File: src/hdl/b64lw_pkg.sv
// ============================================================================
// b64lw_pkg
// Shared types, constants and the alphabet lookup for the line-wrapped
// base64 encoder.
// ============================================================================
package b64lw_pkg;

    localparam int unsigned JOB_CHARS       = 5;
    localparam int unsigned JOB_IDX_W       = $clog2(JOB_CHARS);
    localparam int unsigned QUEUE_DEPTH_DEF = 2;
    localparam logic [7:0]  WRAP_LIMIT_RST  = 8'd72;
    localparam logic [7:0]  CHAR_NEWLINE    = 8'h0A;
    localparam logic [7:0]  CHAR_PAD        = 8'h3D;
    localparam logic [7:0]  CHAR_PLUS       = 8'h2B;
    localparam logic [7:0]  CHAR_SLASH      = 8'h2F;
    localparam logic [7:0]  CHAR_UPPER_A    = 8'h41;
    localparam logic [7:0]  CHAR_LOWER_A    = 8'h61;
    localparam logic [7:0]  CHAR_DIGIT_0    = 8'h30;

    // One queued group of output characters, sent in order from index 0.
    typedef struct packed {
        logic [JOB_CHARS-1:0][7:0] chars;
        logic [JOB_IDX_W-1:0]      last_idx;
        logic                      is_last;
    } t_job;

    function automatic logic [7:0] enc_char(input logic [5:0] sym);
        logic [7:0] v_sym;
        v_sym = {2'b00, sym};
        case (sym) inside
            [6'd0:6'd25]:  enc_char = CHAR_UPPER_A + v_sym;
            [6'd26:6'd51]: enc_char = CHAR_LOWER_A + v_sym - 8'd26;
            [6'd52:6'd61]: enc_char = CHAR_DIGIT_0 + v_sym - 8'd52;
            6'd62:         enc_char = CHAR_PLUS;
            default:       enc_char = CHAR_SLASH;
        endcase
    endfunction

endpackage

File: src/hdl/b64lw_front.sv
// ============================================================================
// b64lw_front
// Collects input bytes into groups, tracks the line length and the wrap
// limit, and pushes complete character groups to the queue.
// ============================================================================
module b64lw_front
    import b64lw_pkg::*;
(
    input  logic       i_clk,
    input  logic       i_rst_n,
    input  logic       i_valid,
    output logic       o_ready,
    input  logic [7:0] i_data_byte,
    input  logic       i_is_final,
    input  logic       i_cfg_valid,
    output logic       o_cfg_ready,
    input  logic [7:0] i_cfg_wrap_limit,
    input  logic       i_queue_full,
    output logic       o_push,
    output t_job       o_job
);

    logic [7:0]  r_wrap_limit;
    logic [15:0] r_pend;
    logic [15:0] n_pend;
    logic [1:0]  r_pcount;
    logic [1:0]  n_pcount;
    logic [7:0]  r_line;
    logic [7:0]  n_line;
    logic        w_accept;
    logic [8:0]  w_next_line;
    logic        w_wrap;
    logic [7:0]  w_b0;
    logic [7:0]  w_b1;

    assign o_ready     = !i_queue_full;
    assign o_cfg_ready = 1'b1;
    assign w_accept    = i_valid && o_ready;
    assign w_b0        = r_pend[15:8];
    assign w_b1        = r_pend[7:0];
    assign w_next_line = {1'b0, r_line} + 9'd4;
    assign w_wrap      = (w_next_line >= {1'b0, r_wrap_limit}) || w_next_line[8];

    always_comb begin
        n_pend   = r_pend;
        n_pcount = r_pcount;
        n_line   = r_line;
        o_push   = 1'b0;
        o_job    = '0;
        o_job.is_last = i_is_final;
        if (r_pcount == 2'd2) begin
            o_job.chars[0] = enc_char(w_b0[7:2]);
            o_job.chars[1] = enc_char({w_b0[1:0], w_b1[7:4]});
            o_job.chars[2] = enc_char({w_b1[3:0], i_data_byte[7:6]});
            o_job.chars[3] = enc_char(i_data_byte[5:0]);
            o_job.chars[4] = CHAR_NEWLINE;
            o_job.last_idx = (w_wrap || i_is_final) ? JOB_IDX_W'(4) : JOB_IDX_W'(3);
            o_push   = w_accept;
            n_pend   = '0;
            n_pcount = '0;
            n_line   = w_wrap ? 8'd0 : w_next_line[7:0];
        end else if (i_is_final) begin
            if (r_pcount == 2'd0) begin
                o_job.chars[0] = enc_char(i_data_byte[7:2]);
                o_job.chars[1] = enc_char({i_data_byte[1:0], 4'b0000});
                o_job.chars[2] = CHAR_PAD;
            end else begin
                o_job.chars[0] = enc_char(w_b0[7:2]);
                o_job.chars[1] = enc_char({w_b0[1:0], i_data_byte[7:4]});
                o_job.chars[2] = enc_char({i_data_byte[3:0], 2'b00});
            end
            o_job.chars[3] = CHAR_PAD;
            o_job.chars[4] = CHAR_NEWLINE;
            o_job.last_idx = JOB_IDX_W'(4);
            o_push = w_accept;
        end else begin
            if (r_pcount == 2'd0) begin
                n_pend = {i_data_byte, 8'h00};
            end else begin
                n_pend = {w_b0, i_data_byte};
            end
            n_pcount = r_pcount + 2'd1;
        end
        if (i_is_final) begin
            n_pend   = '0;
            n_pcount = '0;
            n_line   = '0;
        end
    end

    always_ff @(posedge i_clk) begin
        if (!i_rst_n) begin
            r_wrap_limit <= WRAP_LIMIT_RST;
            r_pend       <= '0;
            r_pcount     <= '0;
            r_line       <= '0;
        end else begin
            if (i_cfg_valid) begin
                r_wrap_limit <= i_cfg_wrap_limit;
            end
            if (w_accept) begin
                r_pend   <= n_pend;
                r_pcount <= n_pcount;
                r_line   <= n_line;
            end
        end
    end

endmodule

File: src/hdl/b64lw_queue.sv
// ============================================================================
// b64lw_queue
// Short first-in first-out queue of character groups between the front and
// back parts.
// ============================================================================
module b64lw_queue
    import b64lw_pkg::*;
#(
    parameter int unsigned DEPTH = QUEUE_DEPTH_DEF
) (
    input  logic i_clk,
    input  logic i_rst_n,
    input  logic i_push,
    input  t_job i_job,
    output logic o_full,
    input  logic i_pop,
    output logic o_empty,
    output t_job o_job
);

    localparam int unsigned PTR_W = (DEPTH > 1) ? $clog2(DEPTH) : 1;
    localparam int unsigned CNT_W = $clog2(DEPTH + 1);
    localparam logic [PTR_W-1:0] PTR_LAST = PTR_W'(DEPTH - 1);
    localparam logic [CNT_W-1:0] CNT_FULL = CNT_W'(DEPTH);

    t_job             r_mem [DEPTH];
    logic [PTR_W-1:0] r_wr_ptr;
    logic [PTR_W-1:0] r_rd_ptr;
    logic [CNT_W-1:0] r_count;
    logic             w_push;
    logic             w_pop;

    assign o_full  = (r_count == CNT_FULL);
    assign o_empty = (r_count == '0);
    assign o_job   = r_mem[r_rd_ptr];
    assign w_push  = i_push && !o_full;
    assign w_pop   = i_pop && !o_empty;

    always_ff @(posedge i_clk) begin
        if (w_push) begin
            r_mem[r_wr_ptr] <= i_job;
        end
    end

    always_ff @(posedge i_clk) begin
        if (!i_rst_n) begin
            r_wr_ptr <= '0;
            r_rd_ptr <= '0;
            r_count  <= '0;
        end else begin
            if (w_push) begin
                r_wr_ptr <= (r_wr_ptr == PTR_LAST) ? '0 : r_wr_ptr + PTR_W'(1);
            end
            if (w_pop) begin
                r_rd_ptr <= (r_rd_ptr == PTR_LAST) ? '0 : r_rd_ptr + PTR_W'(1);
            end
            if (w_push && !w_pop) begin
                r_count <= r_count + CNT_W'(1);
            end else if (w_pop && !w_push) begin
                r_count <= r_count - CNT_W'(1);
            end
        end
    end

endmodule

File: src/hdl/b64lw_back.sv
// ============================================================================
// b64lw_back
// Takes character groups from the queue and sends them one character per
// word through a registered output stage.
// ============================================================================
module b64lw_back
    import b64lw_pkg::*;
(
    input  logic       i_clk,
    input  logic       i_rst_n,
    input  logic       i_queue_empty,
    input  t_job       i_job,
    output logic       o_pop,
    output logic       o_valid,
    input  logic       i_ready,
    output logic [7:0] o_out_char,
    output logic       o_out_final
);

    t_job                 r_job;
    logic                 r_job_valid;
    logic [JOB_IDX_W-1:0] r_idx;
    logic                 r_out_valid;
    logic [7:0]           r_out_char;
    logic                 r_out_final;
    logic                 w_advance;
    logic                 w_job_done;

    assign w_advance   = r_job_valid && (!r_out_valid || i_ready);
    assign w_job_done  = w_advance && (r_idx == r_job.last_idx);
    assign o_pop       = !i_queue_empty && (!r_job_valid || w_job_done);
    assign o_valid     = r_out_valid;
    assign o_out_char  = r_out_char;
    assign o_out_final = r_out_final;

    always_ff @(posedge i_clk) begin
        if (o_pop) begin
            r_job <= i_job;
        end
        if (w_advance) begin
            r_out_char  <= r_job.chars[r_idx];
            r_out_final <= r_job.is_last && (r_idx == r_job.last_idx);
        end
    end

    always_ff @(posedge i_clk) begin
        if (!i_rst_n) begin
            r_job_valid <= 1'b0;
            r_idx       <= '0;
            r_out_valid <= 1'b0;
        end else begin
            if (o_pop) begin
                r_job_valid <= 1'b1;
                r_idx       <= '0;
            end else if (w_job_done) begin
                r_job_valid <= 1'b0;
                r_idx       <= '0;
            end else if (w_advance) begin
                r_idx <= r_idx + JOB_IDX_W'(1);
            end
            if (w_advance) begin
                r_out_valid <= 1'b1;
            end else if (i_ready) begin
                r_out_valid <= 1'b0;
            end
        end
    end

endmodule

File: src/hdl/base64_line_wrapped_encoder.sv
// ============================================================================
// base64_line_wrapped_encoder
// Base64 encoder with standard alphabet, '=' padding and line wrapping.
// ============================================================================
// Bytes enter one per word and characters leave one per word. A byte is
// accepted in any cycle in which the group queue has room; every third byte,
// and the final byte, loads a group of four or five characters into the
// queue. The output port sends one character per cycle while i_ready is
// held high, so the output port, not the input, sets the pace of a stream.
// The first character of a group passes through the queue memory, the job
// register and the output register before it appears. A new wrap limit
// applies from the next completed group and should be written only while no
// byte is in flight.
module base64_line_wrapped_encoder
    import b64lw_pkg::*;
#(
    parameter int unsigned QUEUE_DEPTH = QUEUE_DEPTH_DEF
) (
    input  logic       i_clk,
    input  logic       i_rst_n,
    input  logic       i_valid,
    output logic       o_ready,
    input  logic [7:0] i_data_byte,
    input  logic       i_is_final,
    output logic       o_valid,
    input  logic       i_ready,
    output logic [7:0] o_out_char,
    output logic       o_out_final,
    input  logic       i_cfg_valid,
    output logic       o_cfg_ready,
    input  logic [7:0] i_cfg_wrap_limit
);

    logic w_push;
    logic w_pop;
    logic w_full;
    logic w_empty;
    t_job w_job_in;
    t_job w_job_out;

    b64lw_front u_front (
        .i_clk            (i_clk),
        .i_rst_n          (i_rst_n),
        .i_valid          (i_valid),
        .o_ready          (o_ready),
        .i_data_byte      (i_data_byte),
        .i_is_final       (i_is_final),
        .i_cfg_valid      (i_cfg_valid),
        .o_cfg_ready      (o_cfg_ready),
        .i_cfg_wrap_limit (i_cfg_wrap_limit),
        .i_queue_full     (w_full),
        .o_push           (w_push),
        .o_job            (w_job_in)
    );

    b64lw_queue #(
        .DEPTH (QUEUE_DEPTH)
    ) u_queue (
        .i_clk   (i_clk),
        .i_rst_n (i_rst_n),
        .i_push  (w_push),
        .i_job   (w_job_in),
        .o_full  (w_full),
        .i_pop   (w_pop),
        .o_empty (w_empty),
        .o_job   (w_job_out)
    );

    b64lw_back u_back (
        .i_clk         (i_clk),
        .i_rst_n       (i_rst_n),
        .i_queue_empty (w_empty),
        .i_job         (w_job_out),
        .o_pop         (w_pop),
        .o_valid       (o_valid),
        .i_ready       (i_ready),
        .o_out_char    (o_out_char),
        .o_out_final   (o_out_final)
    );

endmodule

File: config.mk
export PLATFORM = sky130hd
export DESIGN_NAME = base64_line_wrapped_encoder
export DESIGN_NICKNAME = d
export VERILOG_FILES = /design/src/hdl/b64lw_pkg.sv /design/src/hdl/b64lw_front.sv /design/src/hdl/b64lw_queue.sv /design/src/hdl/b64lw_back.sv /design/src/hdl/base64_line_wrapped_encoder.sv
export SDC_FILE = /design/constraint.sdc
export NUM_CORES = 1
export LEC_CHECK = 0
export BUFFER_PORTS_ARGS = -buffer_cell sky130_fd_sc_hd__clkbuf_2
export CAP_MARGIN = 15
export CORE_MARGIN = 4
export CORE_UTILIZATION = 40
export DETAILED_ROUTE_END_ITERATION = 8
export GPL_ROUTABILITY_DRIVEN = 0
export PLACE_DENSITY_LB_ADDON = 0.3
export REMOVE_ABC_BUFFERS = 1
export SETUP_SLACK_MARGIN = 0.05
export SYNTH_ARGS = -nofsm -noshare
export SYNTH_HDL_FRONTEND = slang
export SYNTH_SLANG_ARGS = --single-unit
File: constraint.sdc
create_clock -name i_clk -period 3.1 [get_ports i_clk]
set_input_delay 0.62 -clock i_clk [delete_from_list [all_inputs] [get_ports i_clk]]
set_output_delay 0.62 -clock i_clk [all_outputs]
set_load 0.05 [all_outputs]
### After elaboration in Yosys (flattened, before gate mapping)

Memories as Yosys holds them, arrays and structs flattened. A register that Yosys moved wholly into a read port is not among the register bits.
Index checks and enable logic that the tools add are counted.

| word-level totals | value |
|---|---|
| flip-flop bits (word level) | 60 |
| bits in latches | 0 |
| memory bits (writable) | 80 |
| memory bits (read-only) | 0 |
| input port bits | 22 |
| output and inout bits | 12 |
| word-level logic and storage cells | 231 |
| memories kept | 1 |

| operators by class | value |
|---|---|
| add/subtract/negate cells | 47 |
| multiply operators | 0 |
| div/mod/pow operators | 0 |
| magnitude comparators | 50 |
| equality and inequality tests | 9 |
| shift-type cells | 0 |
| muxes and demuxes | 56 |
| bitwise logic cells | 1 |
| reductions and logical operators | 53 |

Memory list:

| memory | words | width | read ports | clocked after Yosys merged registers in | write ports | RTL line | RTL |
|---|---|---|---|---|---|---|---|
| u_queue.r_mem | 2 | 40 | 1 | 1 | 1 | b64lw_queue.sv:26 | `t_job r_mem [DEPTH];` |

Operators with widths:

| operator | count |
|---|---|
| $mux 8 | 28 |
| $add 7x6->8 const A | 16 |
| $le 6x6->1 const B | 16 |
| $mux 39 | 2 |
| $sub 8x5->8 const B | 8 |
| $sub 8x6->8 const B | 8 |
| $add 6x6->7 const A | 8 |
| $ge 6x1->1 const B | 8 |
| $ge 6x5->1 const B | 8 |
| $ge 6x6->1 const B | 8 |
| $le 6x5->1 const B | 8 |
| $mux 16 | 3 |
| $eq 6x6->1 const B | 6 |
| $logic_and 1x1->1 | 33 |
| $bmux 8 s3 | 1 |
| $mux 24 | 1 |
| $mux 3 | 7 |
| $mux 1 | 10 |
| $add 8x3->9 const B | 1 |
| $ge 9x8->1 | 1 |
| $mux 2 | 4 |
| $reduce_bool 2->1 | 4 |
| $logic_not 1->1 | 6 |
| $add 2x1->2 const B | 2 |
| 12 further kinds | 19 |

### Logic depth before layout (Yosys ltp)

| depth | value |
|---|---|
| depth after elaboration | 10 |
| gate-level depth with buffers | 13 |
| depth with buffers taken out | 10 |

### Cells and area by module

A second synthesis with hierarchy kept.

| unflattened totals | value |
|---|---|
| cell total of the unflattened synthesis | 969 |
| area, all modules | 10441.3 um^2 |

By module, submodules not included:

| module | instances | cells an instance | area each (um^2) | sequential area each (um^2) |
|---|---|---|---|---|
| b64lw_front | 1 | 686 | 4825.9 | 640.6 |
| b64lw_queue | 1 | 162 | 3407.0 | 2742.6 |
| b64lw_back | 1 | 121 | 2208.4 | 1691.6 |

### Worst setup path after synthesis

No wires, ideal clock.

| timing path | value |
|---|---|
| path type | register to register |
| from | register u_queue.r_count[0] |
| to | memory u_queue.r_mem[0][0] (netlist name), enable pin |
| library setup time | 0.431 ns |
| arrival | 2.734 ns |
| required time | 2.669 ns |
| path slack | -0.064 ns |
| cell stages (with the launch flop) | 5 |
| path buffers | 0 |
| clock period less this slack | 3.164 ns |
| cell sequence | dfxtp_1 > nand2b_1 > and2_1 > nand2_1 > nor2_1 |

| between the ends | value |
|---|---|
| longest elaborated chain between the ends | 8 |

Ends and longest elaborated chain:

| what | RTL line | RTL |
|---|---|---|
| from (decl) | b64lw_queue.sv:29 | `logic [CNT_W-1:0] r_count;` |
| from (signal assigned) | b64lw_queue.sv:58 | `r_count <= r_count + CNT_W'(1);` |
| from (signal assigned) | b64lw_queue.sv:60 | `r_count <= r_count - CNT_W'(1);` |
| $eq 2x2->1 (*) | b64lw_queue.sv:33 | `assign o_full = (r_count == CNT_FULL);` |
| $logic_not 1->1 (*) | b64lw_front.sv:36 | `assign o_ready = !i_queue_full;` |
| named net o_ready | base64_line_wrapped_encoder.sv:22 | `output logic o_ready,` |
| $logic_and 1x1->1 | b64lw_front.sv:38 | `assign w_accept = i_valid && o_ready;` |
| $mux 1 | b64lw_front.sv:62 | `end else if (i_is_final) begin` |
| $mux 1 | b64lw_front.sv:51 | `if (r_pcount == 2'd2) begin` |
| $logic_and 1x1->1 (*) | b64lw_queue.sv:36 | `assign w_push = i_push && !o_full;` |
| $mux 1 (*) | b64lw_queue.sv:40 | `if (w_push) begin` |
| $mux 1 (not written as such) (*) | b64lw_queue.sv:41 | `r_mem[r_wr_ptr] <= i_job;` |
| to (decl) | b64lw_queue.sv:26 |  |

Mark *: on every way through the listed nets, which the timed path passes. The rest lies on a longest branch.

==> summary.md <==
| Metric | Value |
|---|---|
| Final Critical Period | `between 2 and 3 ns` |
| Post-CTS Setup Bufs | `0` |
| Later-pin clock latency in the skew report | `0.43 ns` |
| Post-synthesis register bit count | `158` |
| Worst Setup SP | `u_front.r_pend[12]` |
| Routed Antenna Nets | `0` |
| Initial Util | `0.411` |
| DRC violations left | `0` |
| Hold Crit Start | `i_cfg_wrap_limit[6]` |
| Power density over the cells | `606 nW/um2` |
| Port buffer count | `32` |
| IO Pins | `34` |
| Clk sink count | `158` |
| RR Startpoint | `u_front.r_pend[12]` |
| Crit Path Max Fanout | `8` |
| Startpoint Class | `register` |
| Tot Pwr | `7010 uW` |
| Final-report setup violation count | `0` |
| Initial antenna violation count | `0` |
| Status | `finished, final reports clean` |
| Layout cells sized above 1 | `0.174` |
| Area grow syn2layout | `14.4%` |
| Max cap viols | `0` |
| Drt pass-1 iters | `6` |
| Synth Cell Area | `a little over 10000 um2` |
| Post-route clock skew | `0.0117 ns` |
| Die X | `167 um` |
| Tcrit/Tclk final | `0.912` |
| Clock-pin slew on the worst setup and hold paths | `~0.07 ns` |
| Pin count of the biggest net entering global routing | `38` |
| Critical Path RT | `3.24 ns` |
| Slowest-stage cell, CP | `dfxtp_1` |
| First-pass GRT wire length | `~43000 um` |
| Vias/cell | `between 5 and 6` |
| Final hold vios | `0` |
| Die ar. | `27900 um2` |
| DR WL/cell | `about 19 um` |
| Crit path largest cell delay | `0.50 ns` |
| Min Hold Slack | `0.407 ns` |
| Iter 0 DRT Violations | `between 600 and 700` |
| Synth warn | `0` |
| Footprint of the multi-input gates | `~5300 um2` |
| Commonest cells after routing, fill and taps aside | `edfxtp_1, nand2_1, nor2_1, buf_4, ha_1` |
| Max Transition Viols Final | `0` |
| Grt ovf | `0` |
| EDFF count, synth | `117` |
| Htree depth | `4` |
| Vias in the first global route | `between 7000 and 8000` |
| Maximum vdd drop | `0.000367 V` |
| FP Rows | `57` |
| Die H | `167 um` |
| Mapped Cells | `1036` |
| Routed wire length | `between 20000 and 30000 um` |
| Most common cell after layout, fill and taps aside | `edfxtp_1` |
| Worst hold-check path type | `primary input to register` |
| CTS tree | `built` |
| FILL cells | `approximately 2300` |
| RSZ-0062 raised after global routing | `false` |
| Async set-reset flop share out of synthesis | `0` |
| Sequential Area | `4330 um2` |
| Hold buffers post-CTS | `0` |
| Post-cts sizing count | `0` |
| Avg Inst Size Synth | `9.76 um2` |
| Crit path capture type | `register` |
| TritonCTS Buffers | `17` |
| Fmax | `0.354 GHz` |
| Core area | `24600 um2` |
| Critical path arrival | `2.97 ns` |
| Vias | `approximately 8200` |
| Max-slew headroom | `0.230` |
| Total Nets Final | `1182` |
| Clk buf depth | `2` |
| HPWL after DPL | `19700 um` |
| N_diodes | `0` |
| CP cell instances | `inv_1, ha_1, a21oi_1, o21ai_0, o21a_1, nor3_1, a211oi_1, a211oi_1, nor3_1` |
| Clock root cell | `clkbuf_16` |
| Post-synthesis sequential area ratio | `0.429` |
| Leakage | `0.00428 uW` |
| Slew at the pin closest to its max-slew limit | `between 1 and 1.5 ns` |
| Yosys cell types | `76` |
| Ys flop type | `edfxtp_1` |
| Total GRT Usage | `0.194` |
| WS Path Type | `register to register` |
## worst max-delay path: cells and delay by family, from the launching register on
kind | cells | cell delay [ns]
compound gates | 5 | 1.10
fa+ha+maj | 1 | 0.29
buf+inv | 1 | 0.19
flops | 1 | 0.50
simple gates | 2 | 0.46
## per-layer routing
metal | wire (um) | global-route usage
met1 | 12100 | 0.274
met2 | 12500 | 0.305
met3 | 1940 | 0.0344
met4 | 600 | 0.0612
met5 | 0 | 0
## where the power goes
| group | leakage (uW) | switching [uW] | internal, uW |
|---|---|---|---|
| sequential | 0.00143 | 173 | 2760 |
| clock | 0.000300 | 983 | 1230 |
| combinational | 0.00255 | 1160 | 702 |
| total | 0.00428 | 2310 | 4700 |
## Yosys cell counts, types with 9 or more instances
cell type  number  area (um2)
a211oi_1       12        90.1
a21o_1         15         113
a21oi_1        65         325
a22oi_1        12        90.1
a31oi_1        17         106
and2_1          9        56.3
buf_2          11        55.1
clkbuf_1       46         173
dfxtp_1        41         821
edfxtp_1      117        3510
ha_1           66         826
inv_1          46         173
mux2_2         37         417
mux2i_1        10         100
nand2_1        82         308
nand2b_1       14        87.6
nand3_1        36         180
nor2_1         68         255
nor2b_1        32         200
nor3_1         33         165
o211ai_1       12        90.1
o21ai_0        61         305
o22ai_1        11        68.8
xnor2_1        39         342
xor2_1         12         105
## state kept, by name, indices dropped and copies added (netlist names)
register and cells:
u_back.r_job 36, u_front.r_pend 16, u_back.o_out_final 1, u_front.r_wrap_limit 8, u_back.o_out_char 8, u_front.r_pcount 2
u_back.r_job_valid 1, u_back.o_valid 1, u_queue.r_rd_ptr 1, u_queue.r_mem 72, u_queue.r_wr_ptr 1, u_queue.r_count 2
u_front.r_line 6, u_back.r_idx 3
## cell type report
cell class                 instances  area share
clock inverter                    15      0.0167
inverter                          48      0.0156
sequential                       158       0.375
tap                              324      0.0350
multi-input combinational        769       0.462
clock buffer                      17      0.0368
timing repair buffer             100      0.0591
## through the flow
step           utilization  std cells  cell area (um2)  setup TNS, ns  worst slack (ns)
2_1_floorplan            -        975             9850         -10.06            -0.274
3_3_place_gp         0.445       1399            10900              0             0.166
3_5_place_dp         0.445       1399            10900              0             0.120
4_1_cts              0.470       1431            11600              0             0.359
5_1_grt              0.470       1431            11600              0            0.0765
6_report             0.470       1431            11600              0             0.272
## cells by family (layout without fill, tap and decap cells)
family	after synthesis	after routing	share of synthesized area
simple gates	321	321	0.157
xor+xnor	51	51	0.0442
mux	55	55	0.0689
other cells	1	1	0.000371
compound gates	275	275	0.176
buf+inv	109	180	0.0434
flops	158	158	0.429
fa+ha+maj	66	66	0.0817
## final timing paths
kind                                                end  slack (ns)  depth (start not counted)
worst max-delay path                u_queue.r_mem[0][9]        0.27                          9
worst min-delay path            u_front.r_wrap_limit[6]        0.41                          3
worst max register to register      u_queue.r_mem[0][9]        0.27                          9
worst min register to register        u_front.r_pend[0]        0.47                          2
Note: power is estimated with default switching activity, not from simulation.
